--- config.mk ---
export PLATFORM = sky130hd
export DESIGN_NAME = threshold_peak_picker
export DESIGN_NICKNAME = d
export VERILOG_FILES = /design/src/hdl/thpp_pkg.sv /design/src/hdl/thpp_pick.sv /design/src/hdl/threshold_peak_picker.sv
export SDC_FILE = /design/constraint.sdc
export NUM_CORES = 1
export LEC_CHECK = 0
export BUFFER_PORTS_ARGS = -buffer_cell sky130_fd_sc_hd__buf_2
export CORE_ASPECT_RATIO = 0.8
export CORE_MARGIN = 2
export CORE_UTILIZATION = 30
export CTS_BUF_LIST = sky130_fd_sc_hd__clkbuf_8 sky130_fd_sc_hd__clkbuf_16
export CTS_CLUSTER_SIZE = 24
export DETAILED_ROUTE_END_ITERATION = 16
export GPL_TIMING_DRIVEN = 0
export PLACE_DENSITY = 0.51
export SYNTH_ARGS = -nofsm -noshare
export SYNTH_HDL_FRONTEND = slang
export SYNTH_SLANG_ARGS = --single-unit
--- constraint.sdc ---
create_clock -name i_clk -period 10.4 [get_ports i_clk]
set_input_delay 2.08 -clock i_clk [delete_from_list [all_inputs] [get_ports i_clk]]
set_output_delay 2.08 -clock i_clk [all_outputs]
set_load 0.02 [all_outputs]
--- src/hdl/thpp_pkg.sv ---
// types and constants of the threshold peak picker
`timescale 1ns / 1ps
`default_nettype none

package thpp_pkg;

    typedef logic [1:0] t_cfg_idx;

    localparam t_cfg_idx CFG_PEAK_THRESHOLD = 2'd0;
    localparam t_cfg_idx CFG_MIN_GAP        = 2'd1;
    localparam t_cfg_idx CFG_MAX_GAP        = 2'd2;

    // reset values before masking to the configured widths
    localparam logic [31:0] THRESHOLD_RST_VALUE = 32'd32768;
    localparam logic [31:0] MIN_GAP_RST_VALUE   = 32'd1;
    localparam logic [31:0] MAX_GAP_RST_VALUE   = 32'h00FF_FFFF;

    localparam logic [1:0] WINDOW_FULL = 2'd2;

    typedef struct packed {
        logic level_ok;
        logic gap_ok;
    } t_pick_ctl;

endpackage

`default_nettype wire

--- src/hdl/thpp_pick.sv ---
// local maximum test and peak spacing test for one candidate
`timescale 1ns / 1ps
`default_nettype none

module thpp_pick
    import thpp_pkg::*;
#(
    parameter int SAMPLE_BITS = 16,
    parameter int FRAME_BITS  = 24
) (
    input  wire logic [SAMPLE_BITS-1:0] i_sample,
    input  wire logic [SAMPLE_BITS-1:0] i_older,
    input  wire logic [SAMPLE_BITS-1:0] i_middle,
    input  wire logic [SAMPLE_BITS-1:0] i_threshold,
    input  wire logic                   i_window_ok,
    input  wire logic [FRAME_BITS-1:0]  i_cand_frame,
    input  wire logic [FRAME_BITS-1:0]  i_last_frame,
    input  wire logic                   i_peak_seen,
    input  wire logic [FRAME_BITS-1:0]  i_min_gap,
    input  wire logic [FRAME_BITS-1:0]  i_max_gap,
    output t_pick_ctl                   o_ctl
);

    logic [FRAME_BITS-1:0] delta;

    always_comb begin
        // distance clamps at zero if the last peak lies ahead
        delta = (i_cand_frame >= i_last_frame) ? (i_cand_frame - i_last_frame) : '0;

        o_ctl.level_ok = i_window_ok
                      && (i_middle >= i_threshold)
                      && (i_middle >= i_older)
                      && (i_middle >= i_sample);

        o_ctl.gap_ok = !i_peak_seen
                    || ((delta >= i_min_gap) && (delta <= i_max_gap))
                    || (delta > i_max_gap);
    end

endmodule

`default_nettype wire

--- src/hdl/threshold_peak_picker.sv ---
// streaming local maximum peak picker with min and max peak spacing
// an accepted request's peak, if any, is registered and shows at o_out_valid and o_peak_frame
// throughput: one request per cycle; o_in_ready drops only while a peak waits on i_out_ready
// the single output register is the only buffer, so a stalled peak holds the input side
// reset: synchronous active low, clears the window, frame counter, peak history and output valid
// reset: threshold, min gap and max gap return to 32768, 1 and 0x00FFFFFF (masked to width)
`timescale 1ns / 1ps
`default_nettype none

module threshold_peak_picker
    import thpp_pkg::*;
#(
    parameter int SAMPLE_BITS = 16,
    parameter int FRAME_BITS  = 24
) (
    input  wire logic                   i_clk,
    input  wire logic                   i_rst_n,
    // configuration write port
    input  wire logic                   i_cfg_we,
    input  wire t_cfg_idx               i_cfg_idx,
    input  wire logic [((SAMPLE_BITS > FRAME_BITS) ? SAMPLE_BITS : FRAME_BITS)-1:0] i_cfg_data,
    // sample requests
    input  wire logic                   i_in_valid,
    output logic                        o_in_ready,
    input  wire logic [SAMPLE_BITS-1:0] i_sample,
    input  wire logic                   i_start_req,
    // accepted peaks
    output logic                        o_out_valid,
    input  wire logic                   i_out_ready,
    output logic [FRAME_BITS-1:0]       o_peak_frame
);

    localparam logic [SAMPLE_BITS-1:0] THRESHOLD_RST = SAMPLE_BITS'(THRESHOLD_RST_VALUE);
    localparam logic [FRAME_BITS-1:0]  MIN_GAP_RST   = FRAME_BITS'(MIN_GAP_RST_VALUE);
    localparam logic [FRAME_BITS-1:0]  MAX_GAP_RST   = FRAME_BITS'(MAX_GAP_RST_VALUE);

    // configuration registers
    logic [SAMPLE_BITS-1:0] r_threshold;
    logic [FRAME_BITS-1:0]  r_min_gap;
    logic [FRAME_BITS-1:0]  r_max_gap;

    // sequence state
    logic [SAMPLE_BITS-1:0] r_older, n_older;
    logic [SAMPLE_BITS-1:0] r_middle, n_middle;
    logic [1:0]             r_fill, n_fill;
    logic [FRAME_BITS-1:0]  r_count, n_count;
    logic [FRAME_BITS-1:0]  r_last, n_last;
    logic                   r_seen, n_seen;

    // output register
    logic                   r_out_valid, n_out_valid;
    logic [FRAME_BITS-1:0]  r_peak_frame, n_peak_frame;

    // state as seen by this request, after a start request clears it
    logic [SAMPLE_BITS-1:0] cur_older;
    logic [SAMPLE_BITS-1:0] cur_middle;
    logic [1:0]             cur_fill;
    logic [FRAME_BITS-1:0]  cur_count;
    logic [FRAME_BITS-1:0]  cur_last;
    logic                   cur_seen;
    logic [FRAME_BITS-1:0]  cand_frame;
    logic                   window_ok;
    logic                   in_fire;
    logic                   peak_hit;
    t_pick_ctl              pick_ctl;

    // output register frees up in the same cycle it is taken
    assign o_in_ready   = !r_out_valid || i_out_ready;
    assign in_fire      = i_in_valid && o_in_ready;
    assign o_out_valid  = r_out_valid;
    assign o_peak_frame = r_peak_frame;

    always_comb begin
        cur_older  = i_start_req ? '0 : r_older;
        cur_middle = i_start_req ? '0 : r_middle;
        cur_fill   = i_start_req ? '0 : r_fill;
        cur_count  = i_start_req ? '0 : r_count;
        cur_last   = i_start_req ? '0 : r_last;
        cur_seen   = i_start_req ? 1'b0 : r_seen;

        // candidate is the middle sample, one frame behind the incoming one
        window_ok  = (cur_fill == WINDOW_FULL) && (cur_count != '0);
        cand_frame = cur_count - FRAME_BITS'(1);
    end

    thpp_pick #(
        .SAMPLE_BITS (SAMPLE_BITS),
        .FRAME_BITS  (FRAME_BITS)
    ) u_pick (
        .i_sample     (i_sample),
        .i_older      (cur_older),
        .i_middle     (cur_middle),
        .i_threshold  (r_threshold),
        .i_window_ok  (window_ok),
        .i_cand_frame (cand_frame),
        .i_last_frame (cur_last),
        .i_peak_seen  (cur_seen),
        .i_min_gap    (r_min_gap),
        .i_max_gap    (r_max_gap),
        .o_ctl        (pick_ctl)
    );

    assign peak_hit = pick_ctl.level_ok && pick_ctl.gap_ok;

    always_comb begin
        n_older      = r_older;
        n_middle     = r_middle;
        n_fill       = r_fill;
        n_count      = r_count;
        n_last       = r_last;
        n_seen       = r_seen;
        n_out_valid  = r_out_valid && !i_out_ready;
        n_peak_frame = r_peak_frame;

        if (in_fire) begin
            // shift the two-sample window
            n_older  = cur_middle;
            n_middle = i_sample;
            n_fill   = (cur_fill == WINDOW_FULL) ? cur_fill : cur_fill + 2'd1;
            // frame counter sticks at its top value
            n_count  = (cur_count == '1) ? cur_count : cur_count + FRAME_BITS'(1);
            n_last   = cur_last;
            n_seen   = cur_seen;
            if (peak_hit) begin
                n_last       = cand_frame;
                n_seen       = 1'b1;
                n_out_valid  = 1'b1;
                n_peak_frame = cand_frame;
            end
        end
    end

    // configuration writes
    always_ff @(posedge i_clk) begin
        if (!i_rst_n) begin
            r_threshold <= THRESHOLD_RST;
            r_min_gap   <= MIN_GAP_RST;
            r_max_gap   <= MAX_GAP_RST;
        end else if (i_cfg_we) begin
            unique case (i_cfg_idx)
                CFG_PEAK_THRESHOLD: r_threshold <= i_cfg_data[SAMPLE_BITS-1:0];
                CFG_MIN_GAP:        r_min_gap   <= i_cfg_data[FRAME_BITS-1:0];
                CFG_MAX_GAP:        r_max_gap   <= i_cfg_data[FRAME_BITS-1:0];
                default:            ;
            endcase
        end
    end

    // sequence state and output valid
    always_ff @(posedge i_clk) begin
        if (!i_rst_n) begin
            r_older     <= '0;
            r_middle    <= '0;
            r_fill      <= '0;
            r_count     <= '0;
            r_last      <= '0;
            r_seen      <= 1'b0;
            r_out_valid <= 1'b0;
        end else begin
            r_older     <= n_older;
            r_middle    <= n_middle;
            r_fill      <= n_fill;
            r_count     <= n_count;
            r_last      <= n_last;
            r_seen      <= n_seen;
            r_out_valid <= n_out_valid;
        end
    end

    // peak frame payload, no reset needed
    always_ff @(posedge i_clk) begin
        r_peak_frame <= n_peak_frame;
    end

endmodule

`default_nettype wire

==> impl_results.md <==
* Average size of a mapped cell at between 7 and 8 µm²
* Seq pwr share at 0.409
* Reg2reg path depth at 26
* Largest net degree at the start of global routing at 34
* Cell Int Power at ~1.2 mW
* Top cells by count, synth: nand2_1 (315), dfxtp_1 (148), a21oi_1 (136)
* Placed Cells at approximately 2k
* Max Used Layer: met4
* Yosys top cell area share at 0.2649
* Lkg Pwr at about 5.2 nW
* # nets final at 1699
* Hold Path Depth at 2
* Switch Pwr at approximately 520 µW
* Final Non-Filler Cells at between 2k and 2.5k
* Top post-synthesis cells by area: dfxtp_1 (26%), ha_1 (14%), nand2_1 (11%)
* Required time of the critical path at ~11 ns
* Drt via density at around 5.0
* Post-synthesis sequential area ratio at 0.3294
* RSZ-0062 raised after global routing: no
* Synthesized instance count at between 1k and 1.5k
* Final Cell Area at 0.01277 mm²
* Met3 wire len at between 1500 and 2000 µm
* Crit path kind: input pin to flop
* Die area at 0.03885 mm²
* Tot GR Track Use at 0.1786
* F_max at just over 100 MHz
* Post-CTS setup repair buffer count at 0
* Top-count cell post-synth: nand2_1
* Met2 routed WL at roughly 14000 µm
* Yosys Warn Count at 0
* FF-to-FF End: o_peak_frame[21]
* Critical Path Start Type: input pin
* First-pass GRT wire length at roughly 54000 µm
* Area grow syn2layout at 14.15%
* Sw Ratio at 0.3057
* Hold WS at 0.4509 ns
* VDD IR-drop max at around 0.11 mV
* Routed Wire Length at 34020 µm
* FILL cells at around 4.0k
* Gp weighted congestion at ~0.84
* Die Wd at between 200 and 250 µm
* Area of the multi-input gates at approximately 0.0068 mm²
* Initial DRC count at approximately 700
* Status: finished, final reports clean
* CP arrival at about 9.8 ns
* CP Max Fanout at 33
* Fin crit share at 0.9354
* Comb pwr share at 0.203
* Pwr dens at around 130 mW/mm²
* Vias in the first global route at between 9k and 10k
* Post-DRT Antenna Nets at 0
* Worst Tran Pin Value at roughly 1.0 ns
* Reg2Reg Launch Point: r_count[0]
* TNS Setup at 0 ns
* Hold crit path type: flop to flop
* Drt pass-1 iters at 5
* Per-cell routed wire length at 16.78 µm
* Ys flop type: dfxtp_1
* Die Span Y at 176.7 µm
* Clk pwr share at 0.388
* Yosys cell types at between 70 and 80
* Num rows at 63
* Max incr delay on CP at 0.57 ns
* Port Buffers at between 70 and 80
* CTS tree: yes
* Core Area at 0.03689 mm²
* Max Cap Violations at 0
* Clock skew at ~0.012 ns
* Vias at roughly 10k
* Min Clock Period, post-route at a little under 10 ns
* Clock Sinks at 172
* Share of layout cells above drive strength 1 at 0.08701
* Antenna violations before repair at 0
* Yosys top cell by area: dfxtp_1
* Post-synth ARST share at 0
* Sequential Area at 0.003684 mm²
* Slowest CP cell: o32ai_1
* Register-to-register setup slack at 3.06 ns
* CP endpoint kind: flop
* WHS Endpoint: r_middle[10]
* Final core occ at 0.3461
* Slew margin rel. at 0.3130
* CTS buffer count at 17
* Final setup violation count at 0
* Post-synth EDFFs at 24
* H-tree depth at 4
* Io pins at 74
* Gr ovfl total at 0
* Clock transition at path regs at roughly 0.06 ns
* Post-synthesis register bit count at 172
* Slew Viols, Final at 0
* Cell Area, Synth at 0.01118 mm²
* HPWL after DPL at ~27000 µm
* DRC Markers at 0
* Final Hold Fails at 0
* Placed cell area at roughly 0.012 mm²
* Initial core utilization at 0.3031
* Hold Crit Start: r_middle[10]
* Syn nets at 1608
* Later-pin clock latency in the skew report at about 0.46 ns
* # diodes at 0
* Met1 wire length at approximately 18000 µm
* Root Driver: clkbuf_16
* Worst-case clock buffer depth at 2
[flip-flops by register name (all words and copies together), names as in the netlist]
register,cells
r_older,16
o_out_valid,1
r_fill,2
r_last,24
o_peak_frame,24
r_count,24
r_middle,16
r_seen,1
r_min_gap,24
r_threshold,16
r_max_gap,24
[timing repair]
action	in CTS	in global routing
resized for setup	0	9
hold buffers	0	0
endpoints found under the setup margin	0	49
[cells by family after synthesis]
family                   share of synthesized area
buffers and inverters                      0.06142
multiplexers                               0.02428
adder cells (fa/ha/maj)                     0.1383
AO/OA/AOI/OAI                               0.1703
flip-flops                                  0.3294
AND/OR/NAND/NOR                             0.2450
XOR/XNOR                                   0.03133
[power by group through the flow]
stage / clock (mW) / combinational, mW / sequential, mW
detailed placement: 0 / 0.340 / 0.712
global route: 0.698 / 0.392 / 0.698
CTS: 0.675 / 0.343 / 0.696
global placement: 0 / 0.336 / 0.711
floorplan: 0 / 0.233 / 0.709
finish: 0.660 / 0.346 / 0.696
[layout make-up]
cell class | count | area share
multi-input cells | 1091 | 0.5354
flip-flops and latches | 172 | 0.2885
well taps | 487 | 0.04773
clock buffers | 19 | 0.03636
inverters | 99 | 0.02911
repair buffers | 72 | 0.02823
plain buffers | 75 | 0.02499
clock inverters | 12 | 0.009605
[per-layer routing]
metal	vias up	GRT usage
met5	-	0
met4	0	0.04111
met3	31	0.03402
met2	243	0.2621
met1	4794	0.2674
li1	5152	-
[worst max-delay path by stage]
stage / from / end / slack (ns)
after floorplan: i_start_req / o_peak_frame[0] / 2.45
after global placement: i_start_req / o_peak_frame[13] / -0.18
after detailed placement: i_start_req / o_peak_frame[21] / -0.17
after CTS: i_start_req / o_peak_frame[21] / 0.32
after global routing: i_start_req / o_peak_frame[6] / 0.01
final: i_start_req / o_peak_frame[21] / 0.67
[stage by stage]
| stage | power (mW) | setup slack, ns |
|---|---|---|
| final | 1.703 | 0.6713 |
| after global routing | 1.787 | 0.01057 |
| after CTS | 1.714 | 0.3203 |
| after detailed placement | 1.052 | -0.1673 |
| after global placement | 1.047 | -0.1798 |
| after floorplan | 0.9421 | 2.448 |
[worst max-delay path, delay by kind of cell]
family,cells,cell delay [ns]
simple gates,7,1.30
fa+ha+maj,3,0.91
buf+inv,7,2.04
compound gates,13,3.48
[placed cells by master (no fill, tap or decap), types with 23 or more instances in the layout]
cell | netlist | layout
nor3_1 | 36 | 34
o21ai_0 | 40 | 40
nand3_1 | 38 | 38
inv_1 | 97 | 100
a21oi_1 | 136 | 136
clkbuf_1 | 61 | 59
nor2b_1 | 23 | 23
buf_2 | 3 | 75
ha_1 | 122 | 122
mux2i_1 | 26 | 26
edfxtp_1 | 24 | 24
a21o_1 | 28 | 28
nand2_1 | 315 | 315
o211ai_1 | 32 | 32
dfxtp_1 | 148 | 148
nor2_1 | 88 | 88
No activity file was read; power rests on OpenSTA's default activity.
